<file path="src/design/cghp_pkg.sv">
// Shared types, codes and constants of the CGI header line parser.
package cghp_pkg;

    localparam int COUNT_BITS     = 8;
    localparam int LINE_BITS      = 12;
    localparam int STATUS_BITS    = 16;
    localparam int COUNT_EXT_BITS = 16;

    localparam logic [LINE_BITS-1:0]   LINE_LEN_RESET = 12'd512;
    localparam logic [LINE_BITS-1:0]   LINE_MAX_COUNT = 12'hFFF;
    localparam logic [STATUS_BITS-1:0] STATUS_MAX     = 16'hFFFF;

    localparam logic [0:0] CFG_LOWER_CASE_NAMES = 1'b0;
    localparam logic [0:0] CFG_MAX_LINE_LEN     = 1'b1;

    localparam logic [2:0] KIND_NONE     = 3'd0;
    localparam logic [2:0] KIND_NAME     = 3'd1;
    localparam logic [2:0] KIND_VALUE    = 3'd2;
    localparam logic [2:0] KIND_HDR_DONE = 3'd3;
    localparam logic [2:0] KIND_HDRS_END = 3'd4;
    localparam logic [2:0] KIND_ERROR    = 3'd5;
    localparam logic [2:0] KIND_BODY     = 3'd6;

    localparam logic [2:0] ERR_NONE      = 3'd0;
    localparam logic [2:0] ERR_LINE_LONG = 3'd1;
    localparam logic [2:0] ERR_NAME_BRK  = 3'd2;
    localparam logic [2:0] ERR_CR_NO_LF  = 3'd3;
    localparam logic [2:0] ERR_NUL       = 3'd4;

    localparam logic [7:0] CH_NUL   = 8'h00;
    localparam logic [7:0] CH_TAB   = 8'h09;
    localparam logic [7:0] CH_LF    = 8'h0A;
    localparam logic [7:0] CH_VT    = 8'h0B;
    localparam logic [7:0] CH_FF    = 8'h0C;
    localparam logic [7:0] CH_CR    = 8'h0D;
    localparam logic [7:0] CH_SPACE = 8'h20;
    localparam logic [7:0] CH_ZERO  = 8'h30;
    localparam logic [7:0] CH_NINE  = 8'h39;
    localparam logic [7:0] CH_COLON = 8'h3A;
    localparam logic [7:0] CH_UP_A  = 8'h41;
    localparam logic [7:0] CH_UP_Z  = 8'h5A;
    localparam logic [7:0] CH_UP_S  = 8'h53;
    localparam logic [7:0] CASE_GAP = 8'h20;

    localparam logic [2:0] STATUS_LEN = 3'd6;

    typedef struct packed {
        logic [7:0] data_byte;
        logic       start_of_response;
    } t_in_item;

    typedef struct packed {
        logic                 lower_case_names;
        logic [LINE_BITS-1:0] max_line_len;
    } t_cfg;

    typedef struct packed {
        logic                   open;
        logic                   seen;
        logic [STATUS_BITS-1:0] work;
    } t_digit_state;

    typedef struct packed {
        logic [2:0]             byte_kind;
        logic [7:0]             out_byte;
        logic [2:0]             error_code;
        logic [7:0]             header_count;
        logic [STATUS_BITS-1:0] status_code;
        logic                   status_seen;
    } t_result;

    // Lower-case letters of the word "status", indexed by match position.
    function automatic logic [7:0] status_char(input logic [2:0] pos);
        logic [7:0] c;
        case (pos)
            3'd0:    c = 8'h73;
            3'd1:    c = 8'h74;
            3'd2:    c = 8'h61;
            3'd3:    c = 8'h74;
            3'd4:    c = 8'h75;
            3'd5:    c = 8'h73;
            default: c = 8'h00;
        endcase
        return c;
    endfunction

endpackage

</file>
<file path="src/design/cghp_in_if.sv">
// Input channel interface: one stream byte with its start flag.
interface cghp_in_if;
    logic       valid;
    logic       ready;
    logic [7:0] data_byte;
    logic       start_of_response;

    modport source (output valid, output data_byte, output start_of_response, input ready);
    modport sink (input valid, input data_byte, input start_of_response, output ready);
endinterface

</file>
<file path="src/design/cghp_out_if.sv">
// Output channel interface: one classified byte with the parser status.
interface cghp_out_if;
    logic        valid;
    logic        ready;
    logic [2:0]  byte_kind;
    logic [7:0]  out_byte;
    logic [2:0]  error_code;
    logic [7:0]  header_count;
    logic [15:0] status_code;
    logic        status_seen;

    modport source (output valid, output byte_kind, output out_byte, output error_code,
                    output header_count, output status_code, output status_seen,
                    input ready);
    modport sink (input valid, input byte_kind, input out_byte, input error_code,
                  input header_count, input status_code, input status_seen,
                  output ready);
endinterface

</file>
<file path="src/design/cghp_in_stage.sv">
// Input register that holds one accepted word until the parser takes it.
module cghp_in_stage
    import cghp_pkg::*;
(
    input  logic     i_clk,
    input  logic     i_rst_n,
    input  logic     i_accept,
    input  logic     i_advance,
    input  t_in_item i_item,
    output logic     o_valid,
    output t_in_item o_item
);

    logic     r_valid;
    logic     n_valid;
    t_in_item r_item;

    always_comb begin
        n_valid = r_valid;
        if (i_accept) begin
            n_valid = 1'b1;
        end else if (i_advance) begin
            n_valid = 1'b0;
        end
    end

    always_ff @(posedge i_clk) begin
        if (!i_rst_n) begin
            r_valid <= 1'b0;
        end else begin
            r_valid <= n_valid;
        end
    end

    always_ff @(posedge i_clk) begin
        if (i_accept) begin
            r_item <= i_item;
        end
    end

    assign o_valid = r_valid;
    assign o_item  = r_item;

endmodule

</file>
<file path="src/design/cghp_status_digits.sv">
// Decimal accumulation of the status header value, one character at a time.
module cghp_status_digits
    import cghp_pkg::*;
(
    input  logic [7:0]   i_char,
    input  t_digit_state i_cur,
    output t_digit_state o_next
);

    logic                   is_digit;
    logic                   is_blank;
    logic [19:0]            sum;

    assign is_digit = (i_char >= CH_ZERO) && (i_char <= CH_NINE);
    assign is_blank = (i_char == CH_SPACE) || (i_char == CH_TAB) ||
                      (i_char == CH_VT) || (i_char == CH_FF);
    assign sum = ({4'd0, i_cur.work} << 3) + ({4'd0, i_cur.work} << 1) +
                 {16'd0, i_char[3:0]};

    always_comb begin
        o_next = i_cur;
        if (i_cur.open) begin
            if (is_digit) begin
                o_next.work = (sum > {4'd0, STATUS_MAX}) ? STATUS_MAX : sum[STATUS_BITS-1:0];
                o_next.seen = 1'b1;
            end else if (!(is_blank && !i_cur.seen)) begin
                o_next.open = 1'b0;
            end
        end
    end

endmodule

</file>
<file path="src/design/cghp_parser.sv">
// Parser state, per-byte classification and the result register.
module cghp_parser
    import cghp_pkg::*;
(
    input  logic     i_clk,
    input  logic     i_rst_n,
    input  logic     i_advance,
    input  t_in_item i_item,
    input  t_cfg     i_cfg,
    output t_result  o_result
);

    localparam logic [2:0] PH_NAME   = 3'd0;
    localparam logic [2:0] PH_VALUE  = 3'd1;
    localparam logic [2:0] PH_CRWAIT = 3'd2;
    localparam logic [2:0] PH_BODY   = 3'd3;
    localparam logic [2:0] PH_ERROR  = 3'd4;

    logic [2:0]            r_phase, n_phase, c_phase;
    logic [LINE_BITS-1:0]  r_line, n_line, c_line;
    logic                  r_name_ne, n_name_ne, c_name_ne;
    logic                  r_value_ne, n_value_ne, c_value_ne;
    logic [2:0]            r_match_pos, n_match_pos, c_match_pos;
    logic                  r_mismatch, n_mismatch, c_mismatch;
    t_digit_state          r_digits, n_digits, c_digits, trk_digits;
    logic [STATUS_BITS-1:0] r_status_acc, n_status_acc, c_status_acc;
    logic                  r_status_flag, n_status_flag, c_status_flag;
    logic [COUNT_BITS-1:0] r_headers, n_headers, c_headers;
    logic [2:0]            r_error, n_error, c_error;
    t_result               r_result, n_result;

    logic [7:0]            ch;
    logic [7:0]            name_ch;
    logic [2:0]            kind;
    logic [7:0]            emit;
    logic                  sor;
    logic [COUNT_EXT_BITS-1:0] headers_ext;

    assign ch  = i_item.data_byte;
    assign sor = i_item.start_of_response;

    assign name_ch = (i_cfg.lower_case_names && ch >= CH_UP_A && ch <= CH_UP_Z) ?
                     ch + CASE_GAP : ch;

    always_comb begin
        c_phase       = sor ? PH_NAME : r_phase;
        c_line        = sor ? '0 : r_line;
        c_name_ne     = sor ? 1'b0 : r_name_ne;
        c_value_ne    = sor ? 1'b0 : r_value_ne;
        c_match_pos   = sor ? 3'd0 : r_match_pos;
        c_mismatch    = sor ? 1'b0 : r_mismatch;
        c_digits      = sor ? '0 : r_digits;
        c_status_acc  = sor ? '0 : r_status_acc;
        c_status_flag = sor ? 1'b0 : r_status_flag;
        c_headers     = sor ? '0 : r_headers;
        c_error       = sor ? ERR_NONE : r_error;
    end

    cghp_status_digits u_digits (
        .i_char (ch),
        .i_cur  (c_digits),
        .o_next (trk_digits)
    );

    always_comb begin
        n_phase       = c_phase;
        n_line        = c_line;
        n_name_ne     = c_name_ne;
        n_value_ne    = c_value_ne;
        n_match_pos   = c_match_pos;
        n_mismatch    = c_mismatch;
        n_digits      = c_digits;
        n_status_acc  = c_status_acc;
        n_status_flag = c_status_flag;
        n_headers     = c_headers;
        n_error       = c_error;
        kind          = KIND_NONE;
        emit          = 8'h00;
        unique case (c_phase)
            PH_ERROR: begin
                kind = KIND_ERROR;
            end
            PH_BODY: begin
                kind = KIND_BODY;
                emit = ch;
            end
            PH_CRWAIT: begin
                if (ch == CH_LF) begin
                    kind    = KIND_HDRS_END;
                    emit    = ch;
                    n_phase = PH_BODY;
                end else begin
                    kind    = KIND_ERROR;
                    n_error = ERR_CR_NO_LF;
                    n_phase = PH_ERROR;
                end
            end
            PH_NAME, PH_VALUE: begin
                if (c_line > i_cfg.max_line_len) begin
                    kind    = KIND_ERROR;
                    n_error = ERR_LINE_LONG;
                    n_phase = PH_ERROR;
                end else begin
                    if (c_line != LINE_MAX_COUNT) begin
                        n_line = c_line + 1'b1;
                    end
                    if (c_phase == PH_NAME) begin
                        if (ch == CH_COLON) begin
                            n_digits.open = !c_mismatch && (c_match_pos == STATUS_LEN);
                            n_phase       = PH_VALUE;
                        end else if (ch == CH_CR || ch == CH_LF) begin
                            if (c_name_ne) begin
                                kind    = KIND_ERROR;
                                n_error = ERR_NAME_BRK;
                                n_phase = PH_ERROR;
                            end else if (ch == CH_CR) begin
                                n_phase = PH_CRWAIT;
                            end else begin
                                kind    = KIND_HDRS_END;
                                emit    = ch;
                                n_phase = PH_BODY;
                            end
                        end else if (ch == CH_NUL) begin
                            kind    = KIND_ERROR;
                            n_error = ERR_NUL;
                            n_phase = PH_ERROR;
                        end else begin
                            if (!c_mismatch) begin
                                if (c_match_pos < STATUS_LEN &&
                                    (name_ch == status_char(c_match_pos) ||
                                     (c_match_pos == 3'd0 && name_ch == CH_UP_S))) begin
                                    n_match_pos = c_match_pos + 1'b1;
                                end else begin
                                    n_mismatch = 1'b1;
                                end
                            end
                            n_name_ne = 1'b1;
                            kind      = KIND_NAME;
                            emit      = name_ch;
                        end
                    end else begin
                        if (ch == CH_CR) begin
                            kind = KIND_NONE;
                        end else if (ch == CH_LF) begin
                            if (c_digits.seen) begin
                                n_status_acc  = c_digits.work;
                                n_status_flag = 1'b1;
                            end
                            if (c_headers != {COUNT_BITS{1'b1}}) begin
                                n_headers = c_headers + 1'b1;
                            end
                            kind        = KIND_HDR_DONE;
                            emit        = ch;
                            n_line      = '0;
                            n_name_ne   = 1'b0;
                            n_value_ne  = 1'b0;
                            n_match_pos = 3'd0;
                            n_mismatch  = 1'b0;
                            n_digits    = '0;
                            n_phase     = PH_NAME;
                        end else if (ch == CH_NUL) begin
                            kind    = KIND_ERROR;
                            n_error = ERR_NUL;
                            n_phase = PH_ERROR;
                        end else if (ch == CH_SPACE && !c_value_ne) begin
                            kind = KIND_NONE;
                        end else begin
                            n_digits   = trk_digits;
                            n_value_ne = 1'b1;
                            kind       = KIND_VALUE;
                            emit       = ch;
                        end
                    end
                end
            end
            default: begin
                kind = KIND_NONE;
            end
        endcase
    end

    assign headers_ext = COUNT_EXT_BITS'(n_headers);

    always_comb begin
        n_result.byte_kind    = kind;
        n_result.out_byte     = emit;
        n_result.error_code   = n_error;
        n_result.header_count = (headers_ext > COUNT_EXT_BITS'(8'hFF)) ? 8'hFF :
                                headers_ext[7:0];
        n_result.status_code  = n_status_acc;
        n_result.status_seen  = n_status_flag;
    end

    always_ff @(posedge i_clk) begin
        if (!i_rst_n) begin
            r_phase       <= PH_NAME;
            r_line        <= '0;
            r_name_ne     <= 1'b0;
            r_value_ne    <= 1'b0;
            r_match_pos   <= 3'd0;
            r_mismatch    <= 1'b0;
            r_digits      <= '0;
            r_status_acc  <= '0;
            r_status_flag <= 1'b0;
            r_headers     <= '0;
            r_error       <= ERR_NONE;
        end else if (i_advance) begin
            r_phase       <= n_phase;
            r_line        <= n_line;
            r_name_ne     <= n_name_ne;
            r_value_ne    <= n_value_ne;
            r_match_pos   <= n_match_pos;
            r_mismatch    <= n_mismatch;
            r_digits      <= n_digits;
            r_status_acc  <= n_status_acc;
            r_status_flag <= n_status_flag;
            r_headers     <= n_headers;
            r_error       <= n_error;
        end
    end

    always_ff @(posedge i_clk) begin
        if (i_advance) begin
            r_result <= n_result;
        end
    end

    assign o_result = r_result;

endmodule

</file>
<file path="src/design/cgi_header_line_parser_unit.sv">
// Top level of the CGI response header line parser.
// The parser takes one byte of a CGI response per cycle while the output is not
// stalled, and returns one result word per byte. The byte waits in the input
// register while the parser logic handles it; the result word is then registered
// into the output register, where it waits until it is taken. The per-byte state
// update is combinational, so a new byte can follow in every cycle while the output
// is not stalled. A byte with start_of_response set clears all parser state before
// it is handled. Configuration registers lower_case_names (index 0) and max_line_len
// (index 1) are written through i_cfg_we and take effect for the next byte.
module cgi_header_line_parser_unit
    import cghp_pkg::*;
(
    input  logic                 i_clk,
    input  logic                 i_rst_n,
    input  logic                 i_cfg_we,
    input  logic [0:0]           i_cfg_index,
    input  logic [LINE_BITS-1:0] i_cfg_data,
    cghp_in_if.sink              i_in,
    cghp_out_if.source           o_out
);

    t_cfg     r_cfg;
    logic     r_out_valid;
    logic     n_out_valid;
    logic     accept;
    logic     advance;
    logic     stage_valid;
    t_in_item in_item;
    t_in_item stage_item;
    t_result  result;

    always_ff @(posedge i_clk) begin
        if (!i_rst_n) begin
            r_cfg.lower_case_names <= 1'b1;
            r_cfg.max_line_len     <= LINE_LEN_RESET;
        end else if (i_cfg_we) begin
            unique case (i_cfg_index)
                CFG_LOWER_CASE_NAMES: r_cfg.lower_case_names <= i_cfg_data[0];
                CFG_MAX_LINE_LEN:     r_cfg.max_line_len     <= i_cfg_data;
                default:              r_cfg                  <= r_cfg;
            endcase
        end
    end

    assign advance    = stage_valid && (!r_out_valid || o_out.ready);
    assign i_in.ready = !stage_valid || advance;
    assign accept     = i_in.valid && i_in.ready;

    assign in_item.data_byte         = i_in.data_byte;
    assign in_item.start_of_response = i_in.start_of_response;

    cghp_in_stage u_in_stage (
        .i_clk     (i_clk),
        .i_rst_n   (i_rst_n),
        .i_accept  (accept),
        .i_advance (advance),
        .i_item    (in_item),
        .o_valid   (stage_valid),
        .o_item    (stage_item)
    );

    cghp_parser u_parser (
        .i_clk     (i_clk),
        .i_rst_n   (i_rst_n),
        .i_advance (advance),
        .i_item    (stage_item),
        .i_cfg     (r_cfg),
        .o_result  (result)
    );

    always_comb begin
        n_out_valid = r_out_valid;
        if (advance) begin
            n_out_valid = 1'b1;
        end else if (o_out.ready) begin
            n_out_valid = 1'b0;
        end
    end

    always_ff @(posedge i_clk) begin
        if (!i_rst_n) begin
            r_out_valid <= 1'b0;
        end else begin
            r_out_valid <= n_out_valid;
        end
    end

    assign o_out.valid        = r_out_valid;
    assign o_out.byte_kind    = result.byte_kind;
    assign o_out.out_byte     = result.out_byte;
    assign o_out.error_code   = result.error_code;
    assign o_out.header_count = result.header_count;
    assign o_out.status_code  = result.status_code;
    assign o_out.status_seen  = result.status_seen;

`ifndef NO_ASSERTIONS
    a_error_has_code: assert property (@(posedge i_clk) disable iff (!i_rst_n)
        (o_out.valid && o_out.byte_kind == KIND_ERROR) |-> (o_out.error_code != ERR_NONE))
        else $error("Error word without an error code.");

    a_quiet_byte_zero: assert property (@(posedge i_clk) disable iff (!i_rst_n)
        (o_out.valid && (o_out.byte_kind == KIND_NONE || o_out.byte_kind == KIND_ERROR))
        |-> (o_out.out_byte == 8'h00))
        else $error("Byte emitted on a word that carries none.");

    a_advance_fills_out: assert property (@(posedge i_clk) disable iff (!i_rst_n)
        advance |=> o_out.valid)
        else $error("Parsed word did not reach the output register.");

    a_stall_holds_stage: assert property (@(posedge i_clk) disable iff (!i_rst_n)
        (stage_valid && !advance) |=> (stage_valid && $stable(stage_item)))
        else $error("Input register lost a word while stalled.");
`endif

endmodule

</file>
<file path="src/flat_wrapper.sv">
// flat-port wrapper written by rule: the top's interface ports become plain ports
module cgi_header_line_parser_unit_flat import cghp_pkg::*;
  (i_clk, i_rst_n, i_cfg_we, i_cfg_index, i_cfg_data, i_in_valid, i_in_data_byte, i_in_start_of_response, i_in_ready, o_out_valid, o_out_byte_kind, o_out_out_byte, o_out_error_code, o_out_header_count, o_out_status_code, o_out_status_seen, o_out_ready);
  cghp_in_if i_in_i ();
  cghp_out_if o_out_i ();
  input  logic i_clk;
  input  logic i_rst_n;
  input  logic i_cfg_we;
  input  logic [0:0] i_cfg_index;
  input  logic [LINE_BITS-1:0] i_cfg_data;
  input wire logic [$bits(i_in_i.valid)-1:0] i_in_valid;
  input wire logic [$bits(i_in_i.data_byte)-1:0] i_in_data_byte;
  input wire logic [$bits(i_in_i.start_of_response)-1:0] i_in_start_of_response;
  output wire logic [$bits(i_in_i.ready)-1:0] i_in_ready;
  output wire logic [$bits(o_out_i.valid)-1:0] o_out_valid;
  output wire logic [$bits(o_out_i.byte_kind)-1:0] o_out_byte_kind;
  output wire logic [$bits(o_out_i.out_byte)-1:0] o_out_out_byte;
  output wire logic [$bits(o_out_i.error_code)-1:0] o_out_error_code;
  output wire logic [$bits(o_out_i.header_count)-1:0] o_out_header_count;
  output wire logic [$bits(o_out_i.status_code)-1:0] o_out_status_code;
  output wire logic [$bits(o_out_i.status_seen)-1:0] o_out_status_seen;
  input wire logic [$bits(o_out_i.ready)-1:0] o_out_ready;
  assign i_in_i.valid = i_in_valid;
  assign i_in_i.data_byte = i_in_data_byte;
  assign i_in_i.start_of_response = i_in_start_of_response;
  assign i_in_ready = i_in_i.ready;
  assign o_out_valid = o_out_i.valid;
  assign o_out_byte_kind = o_out_i.byte_kind;
  assign o_out_out_byte = o_out_i.out_byte;
  assign o_out_error_code = o_out_i.error_code;
  assign o_out_header_count = o_out_i.header_count;
  assign o_out_status_code = o_out_i.status_code;
  assign o_out_status_seen = o_out_i.status_seen;
  assign o_out_i.ready = o_out_ready;
  cgi_header_line_parser_unit u_core (.i_clk(i_clk), .i_rst_n(i_rst_n), .i_cfg_we(i_cfg_we), .i_cfg_index(i_cfg_index), .i_cfg_data(i_cfg_data), .i_in(i_in_i), .o_out(o_out_i));
endmodule
</file>
<file path="config.mk">
export PLATFORM = sky130hd
export DESIGN_NAME = cgi_header_line_parser_unit_flat
export DESIGN_NICKNAME = d
export VERILOG_FILES = /design/src/design/cghp_pkg.sv /design/src/design/cghp_in_if.sv /design/src/design/cghp_out_if.sv /design/src/design/cghp_in_stage.sv /design/src/design/cghp_status_digits.sv /design/src/design/cghp_parser.sv /design/src/design/cgi_header_line_parser_unit.sv /design/src/flat_wrapper.sv
export SDC_FILE = /design/constraint.sdc
export NUM_CORES = 1
export LEC_CHECK = 0
export ABC_AREA = 0
export BUFFER_PORTS_ARGS = -buffer_cell sky130_fd_sc_hd__buf_2
export CORE_UTILIZATION = 55
export DETAILED_ROUTE_END_ITERATION = 10
export GPL_TIMING_DRIVEN = 0
export PLACE_DENSITY = 0.77
export REMOVE_ABC_BUFFERS = 1
export SLEW_MARGIN = 20
export SYNTH_ARGS = -nofsm -noshare
export SYNTH_HDL_FRONTEND = slang
export SYNTH_SLANG_ARGS = --single-unit
export TNS_END_PERCENT = 5
</file>
<file path="constraint.sdc">
create_clock -name i_clk -period 4.95 [get_ports i_clk]
set_clock_uncertainty 0.05 [all_clocks]
set_input_delay 0 -clock i_clk [delete_from_list [all_inputs] [get_ports i_clk]]
set_output_delay 0 -clock i_clk [all_outputs]
set_load 0.02 [all_outputs]
</file>
==> parameters.txt, run 1 <==
Parameter                              Value

STA
  Final hold violation count ... 0
  Final Max Slew Viols ... 0
  Highest clock rate ... ~0.22 GHz
  Final period demand of the worst path ... roughly 4.6 ns
  Post-route fraction of the period consumed by the critical path ... ~92%
  Final worst hold slack ... roughly 0.047 ns
  Final setup violation count ... 0
  Worst slew pin tran ... ~0.9 ns
  Setup TNS Final ... 0 ns
  Unrepaired setup endpoints after global routing ... no
  Headroom to the max-slew limit ... around 39%

Worst setup path
  Top delay family on crit path ... compound AO/OA/AOI/OAI gates
  Most used cell, CP ... ha_1
  Cell at the slowest stage of the critical path ... edfxtp_1
  Worst Setup Path Type ... reg2reg
  Critical path startpoint category ... register
  Type of element capturing the critical path ... register
  Max stage delay on crit path ... 0.53 ns
  CP cell instances ... buf_8, nor2_1, ha_1, ha_1, fa_1, a211oi_1, o21ai_1, a31oi_1, o41ai_1, a311oi_4, nand2_4, or4_1, a32o_1
  Launching point of the worst reg2reg path ... u_core.u_in_stage.o_item[0]$_DFFE_PP_
  Crit path max fanout ... 19
  Data arrival, critical path ... roughly 4.9 ns
  Number of buffer and inverter stages on the critical path ... 1
  Crit path required time ... 5.22 ns
  Critical Path Source ... u_core.u_in_stage.o_item[0]$_DFFE_PP_

Logic synthesis
  Synthesized netlist cell count ... approximately 1,000
  Async SR Flop Fraction ... 0%
  Warnings, synthesis ... 0
  Mean Syn Cell Area ... approximately 8.4 um^2
  Most common cell in the netlist ... nand2_1
  Top post-synthesis cells by area ... dfxtp_1, edfxtp_1, ha_1
  Commonest cells in the netlist ... nand2_1, dfxtp_1, a21oi_1, o21ai_0, nor2_1
  Cell accounting for the most synthesized area ... dfxtp_1
  Cell variety after synth ... 83
  Number of enable-type register cells in the synthesized netlist ... 48
  Yosys top cell area share ... between 10% and 20%
  Proportion of synthesized chip area in sequential cells ... a little under two fifths
  Most common flop cell mapped by yosys ... dfxtp_1
  Post-synth design cell area ... 8350 um^2
  #FFs+latches synth ... 130

Placement
  Number of buffers added on ports ... 67
  Final GP Congestion ... ~0.92
  Final HPWL DP ... between 10 and 15 mm

Drt
  Total via count in the routed design ... just under 8,000
  First-pass detailed-route iteration total ... 11
  Starting DRT DRC Count ... 850
  Detailed-route wire length per cell ... about 17 um
  Total Routed Length ... about 22 mm
  Detail-routed via count per cell ... approximately 6.3
  Antenna viol nets, final ... 0
  Number of remaining DRC errors ... 8

Clock network
  Max Root-Sink Buffers ... 2
  Number of buffers added by the clock tree synthesis step ... 17
  CTS tree ... done
  Clock Sinks ... 130
  Reg clk slew, reported paths ... 0.06 ns
  Number of buffers inserted to repair setup after CTS ... 0
  Latest clock arrival within the worst-skew pair ... about 0.43 ns
  Root cell of the clock tree ... clkbuf_16
  Maximum level of the CTS H-tree ... 4

Global route
  Overflow left after global routing ... 0
  Total routing resource utilization after global routing ... roughly 28%
  First-pass GRT wire length ... ~36 mm
  Maximum number of pins on one net before global-route repair ... 67
  Via count of the first global-routing pass ... between 7,000 and 8,000
  Initial antenna violation count ... 0

Final layout
  Antenna Cells ... 0
  Sequential cell area in the final layout ... 3080 um^2
  Proportion of layout cells with a drive suffix above 1 ... around an eighth
  Final standard cell utilization of the core ... between 60% and 70%
  Total of fill cells in the finished design ... between 1,000 and 1,500
  Area growth from synthesis to final layout ... 16.3%
  Fin nets ... about 1,100
  Area used by multi-input combinational logic ... 4920 um^2

Floorplanning
  Initial core utilization ... between 50% and 60%
  Placeable Area ... ~15,000 um^2
  Site Rows ... 44
  Die outline area ... approximately 16,000 um^2
  Floorplan die width ... between 100 and 150 um
  Boundary Pins ... 68
  Die boundary height ... 125 um

Run
  Max-capacitance violation count ... 0

Worst hold path
  Path class of the lowest-slack min-delay path ... in2reg
  Hold_sp ... i_rst_n

Pwr
  Static leakage ... 0.00379 uW
  Worst IR Drop VDD ... approximately 250 uV
  Power density normalized to cell area ... between 200 and 300 nW/um^2

Outcome
  Run status ... complete, but fails checks
  Failing checks ... design-rule violations
## stage by stage
stage               worst slack [ns]  total power (uW)  area [um^2]  std cells
floorplan                      -1.04              1340         8080        934
global placement               -3.91              1420         8640       1185
detailed placement            -0.449              1430         8820       1194
CTS                            0.124              2750         9690       1251
global route                   0.164              2830         9710       1251
finish                         0.377              2750         9710       1251
## logic make-up after synthesis
group           count (synthesis)  share of synthesized area (%)
simple gates                  399                           24.1
compound gates                292                           23.2
flops                         130                           36.9
buf+inv                        95                           4.68
fa+ha+maj                      53                           8.03
xor+xnor                       21                           2.20
mux                             7                          0.869
## layer usage
layer	up-vias	global-route usage, %	wire length (um)
met5	-	0	0
met4	0	12.2	609
met3	54	5.65	1510
met2	306	45.7	10100
met1	3685	36.6	9530
li1	3805	-	-
## final cells by class
type | count | share of cell area, %
sequential | 130 | 31.8
multi-input combinational | 772 | 50.7
clock inverter | 15 | 2.01
tap | 184 | 2.37
timing repair buffer | 101 | 7.45
inverter | 32 | 1.31
clock buffer | 17 | 4.38
## sequential cells by signal, summed over array words and instances, names as in the netlist
register / flops
u_core.o_out.valid: 1
u_core.r_cfg: 13
u_core.u_in_stage.o_item: 9
u_core.u_in_stage.o_valid: 1
u_core.u_parser.o_result: 39
u_core.u_parser.r_digits: 18
u_core.u_parser.r_error: 3
u_core.u_parser.r_headers: 8
u_core.u_parser.r_line: 12
u_core.u_parser.r_match_pos: 3
u_core.u_parser.r_mismatch: 1
u_core.u_parser.r_name_ne: 1
u_core.u_parser.r_phase: 3
u_core.u_parser.r_status_acc: 16
u_core.u_parser.r_status_flag: 1
u_core.u_parser.r_value_ne: 1
## final timing paths
kind / endpoint / slack [ns] / cells after the start
worst max register to register: u_core.u_parser.r_digits[5]$_SDFFE_PN0P_ / 0.38 / 13
worst max-delay path: u_core.u_parser.r_digits[5]$_SDFFE_PN0P_ / 0.38 / 13
worst min register to register: u_core.r_cfg[11]$_SDFFE_PN0P_ / 0.41 / 2
worst min-delay path: u_core.r_cfg[12]$_SDFFE_PN1P_ / 0.05 / 2
## where the power goes
group          switching, uW  internal (uW)  leakage (uW)
Combinational            167           93.7       0.00238
Sequential              28.2           1140       0.00112
Clock                    517            805      0.000297
## cell usage in the layout, fill, tap and decap left out, types with 11 or more instances in the layout
master,instances
xnor2_1,15
o21ai_0,70
and3_1,11
nand2_1,139
nor3_1,28
edfxtp_1,48
nor2_1,57
nor2b_1,40
dfxtp_1,82
inv_1,29
buf_2,67
ha_1,52
a22o_1,16
a21o_1,12
nand3_1,38
a31oi_1,18
nand4_1,16
clkbuf_16,17
dlygate4sd3_1,25
a21oi_1,70
## what timing repair did
item                                    4_1_cts  5_1_grt
hold endpoints to repair                     24        0
endpoints found under the setup margin       21        1
hold buffers                                 25        0
gates resized for setup                       1        2
Note: power is estimated with default switching activity, not from simulation.
==> inputs of run 2 (changes only) <==
--- a/config.mk
+++ b/config.mk
@@ -7,10 +7,10 @@
 export LEC_CHECK = 0
 export ABC_AREA = 0
 export BUFFER_PORTS_ARGS = -buffer_cell sky130_fd_sc_hd__buf_2
-export CORE_UTILIZATION = 55
+export CORE_UTILIZATION = 45
 export DETAILED_ROUTE_END_ITERATION = 10
 export GPL_TIMING_DRIVEN = 0
-export PLACE_DENSITY = 0.77
+export PLACE_DENSITY = 0.65
 export REMOVE_ABC_BUFFERS = 1
 export SLEW_MARGIN = 20
 export SYNTH_ARGS = -nofsm -noshare
==> parameters.txt, run 2 (same netlist as run 1, synthesis figures left out) <==
Parameter                              Value

STA
  Post-route fraction of the period consumed by the critical path ... ~95%
  Final setup violation count ... 0
  Highest clock rate ... around 0.21 GHz
  Worst setup slack after layout ... 0.225 ns
  Final Max Slew Viols ... 0
  Worst slew pin tran ... about 0.9 ns
  Unrepaired setup endpoints after global routing ... no
  Final worst hold slack ... around 0.045 ns
  Headroom to the max-slew limit ... roughly 40%
  Setup TNS Final ... 0 ns
  Final period demand of the worst path ... ~4.7 ns
  Final hold violation count ... 0

Worst setup path
  Data arrival, critical path ... ~5.0 ns
  Crit path required time ... 5.22 ns
  Critical Path Source ... u_core.u_in_stage.o_item[0]$_DFFE_PP_
  Launching point of the worst reg2reg path ... u_core.u_in_stage.o_item[0]$_DFFE_PP_
  Path depth of the worst reg2reg path ... 13
  Critical path startpoint category ... register
  Number of buffer and inverter stages on the critical path ... 2
  Cell at the slowest stage of the critical path ... edfxtp_1
  CP cell instances ... buf_8, clkinv_4, and3_1, ha_1, fa_1, a211oi_1, o21ai_1, a31oi_1, o41ai_1, a311oi_4, nand2_4, or4_1, a32o_1
  Top delay family on crit path ... compound AO/OA/AOI/OAI gates
  Type of element capturing the critical path ... register
  R2R Setup Slk ... between 0.2 and 0.25 ns
  Capturing element of the worst setup path ... u_core.u_parser.r_digits[5]$_SDFFE_PN0P_
  Capture point of the worst reg-to-reg path ... u_core.u_parser.r_digits[5]$_SDFFE_PN0P_
  Worst Setup Path Type ... reg2reg
  Crit path max fanout ... 36
  Worst path depth ... 13
  Max stage delay on crit path ... between 0.6 and 0.7 ns

Clock network
  Clock Sinks ... between 100 and 150
  Maximum level of the CTS H-tree ... 4
  Latest clock arrival within the worst-skew pair ... approximately 0.43 ns
  Root cell of the clock tree ... clkbuf_16
  Number of buffers inserted to repair setup after CTS ... 0
  Reg clk slew, reported paths ... around 0.060 ns
  CTS tree ... done
  Number of buffers added by the clock tree synthesis step ... 17
  Max Root-Sink Buffers ... 2

Final layout
  Proportion of layout cells with a drive suffix above 1 ... a little over an eighth
  Commonest cells after routing, fill and taps aside ... nand2_1, dfxtp_1, a21oi_1, o21ai_0, buf_2
  Commonest non-fill, non-tap cell in the layout ... nand2_1
  Total of fill cells in the finished design ... ~1,700
  Area growth from synthesis to final layout ... 17.7%
  Antenna Cells ... 0
  Max reg flops ... 39
  Fin nets ... ~1,100

Pwr
  Total Power Consumption ... about 2800 uW
  Part of the power in combinational logic ... 9.4%
  Internal power ... 2100 uW
  Worst IR Drop VDD ... 254 uV
  Switching component of the power ... 722 uW
  Switching Fraction ... between 20 and 30%
  Power density normalized to cell area ... ~290 nW/um^2
  Static leakage ... around 0.0038 uW
  Clock share of power ... about half
  Power share of the sequential group ... 41.6%

Global route
  Overflow left after global routing ... 0
  Via count of the first global-routing pass ... 7,214
  Initial antenna violation count ... 0
  Total routing resource utilization after global routing ... ~24%
  First-pass GRT wire length ... between 30 and 40 mm
  Maximum number of pins on one net before global-route repair ... between 60 and 70

Placement
  Final HPWL DP ... ~15 mm
  Worst setup timing slack at the placement stage ... -0.0454 ns
  Number of buffers added on ports ... 67
  Final GP Congestion ... around 0.95

Floorplanning
  Die boundary height ... roughly 140 um
  Die outline area ... between 15,000 and 20,000 um^2
  Initial core utilization ... a little under half
  Boundary Pins ... 68
  Site Rows ... between 40 and 50
  Floorplan die width ... roughly 140 um
  Placeable Area ... around 18,000 um^2

Outcome
  Run status ... complete, but fails checks
  Failing checks ... design-rule violations

Drt
  Detailed-route wire length per cell ... ~17 um
  Total Routed Length ... about 23 mm
  First-pass detailed-route iteration total ... 8
  Detail-routed via count per cell ... between 6 and 7
  Starting DRT DRC Count ... between 600 and 700
  Antenna viol nets, final ... 0
  Total via count in the routed design ... 7,823
  Number of remaining DRC errors ... 6

Worst hold path
  Path class of the lowest-slack min-delay path ... in2reg

Run
  Max-capacitance violation count ... 0
-- run 2: layer usage --
metal	part of all wire, %	global-route usage [%]
met3	5.7	4.64
met4	2.6	9.64
met1	46	32.2
met5	0	0
met2	46	38.6
-- run 2: worst register-to-register path, cell delays in order (launching register included) --
cell	delay (ns)
edfxtp_1	0.62
buf_8	0.24
clkinv_4	0.28
and3_1	0.31
ha_1	0.22
fa_1	0.44
a211oi_1	0.28
o21ai_1	0.18
a31oi_1	0.30
o41ai_1	0.18
a311oi_4	0.54
nand2_4	0.18
or4_1	0.54
a32o_1	0.26
-- run 2: worst min-delay path by stage --
stage / startpoint / endpoint / slack, ns / cells after the start
after global routing: i_rst_n / u_core.r_cfg[12]$_SDFFE_PN1P_ / 0.09 / 2
after CTS: i_rst_n / u_core.r_cfg[12]$_SDFFE_PN1P_ / 0.05 / 2
final: i_rst_n / u_core.r_cfg[12]$_SDFFE_PN1P_ / 0.05 / 2
after detailed placement: i_in_start_of_response / u_core.u_in_stage.o_item[0]$_DFFE_PP_ / 0.13 / 1
after global placement: i_in_start_of_response / u_core.u_in_stage.o_item[0]$_DFFE_PP_ / 0.13 / 1
after floorplan: i_rst_n / u_core.r_cfg[12]$_SDFFE_PN1P_ / 0.01 / 1
-- run 2: cell type report --
cell class / instances / area, um^2 / area share [%]
inverters: 32 / 130 / 1.32
well taps: 229 / 287 / 2.92
clock inverters: 15 / 218 / 2.22
repair buffers: 102 / 763 / 7.77
multi-input cells: 772 / 4920 / 50.1
flip-flops and latches: 130 / 3080 / 31.4
clock buffers: 17 / 425 / 4.33
-- run 2: per-stage QoR --
stage                     utilization, %  instance area, um^2  instances
final                               54.3                 9830       1297
after global routing                54.3                 9830       1297
after CTS                           54.3                 9820       1297
after detailed placement            49.3                 8920       1240
after global placement              48.1                 8700       1230
after floorplan                        -                 8080        934
-- run 2: power by group through the flow --
| stage | logic [uW] | registers [uW] | clock network (uW) |
|---|---|---|---|
| 2_1_floorplan | 127 | 1210 | 0 |
| 3_3_place_gp | 220 | 1200 | 0 |
| 3_5_place_dp | 245 | 1190 | 0 |
| 4_1_cts | 262 | 1170 | 1400 |
| 5_1_grt | 290 | 1180 | 1450 |
| 6_report | 265 | 1170 | 1380 |
-- run 2: what timing repair did --
action                                  CTS  global route
endpoints found under the setup margin    1             1
hold buffers                             25             0
pin swaps                                 0             0
resized for setup                         1             1
gates cloned                              0             0
endpoints found under the hold margin    24             0
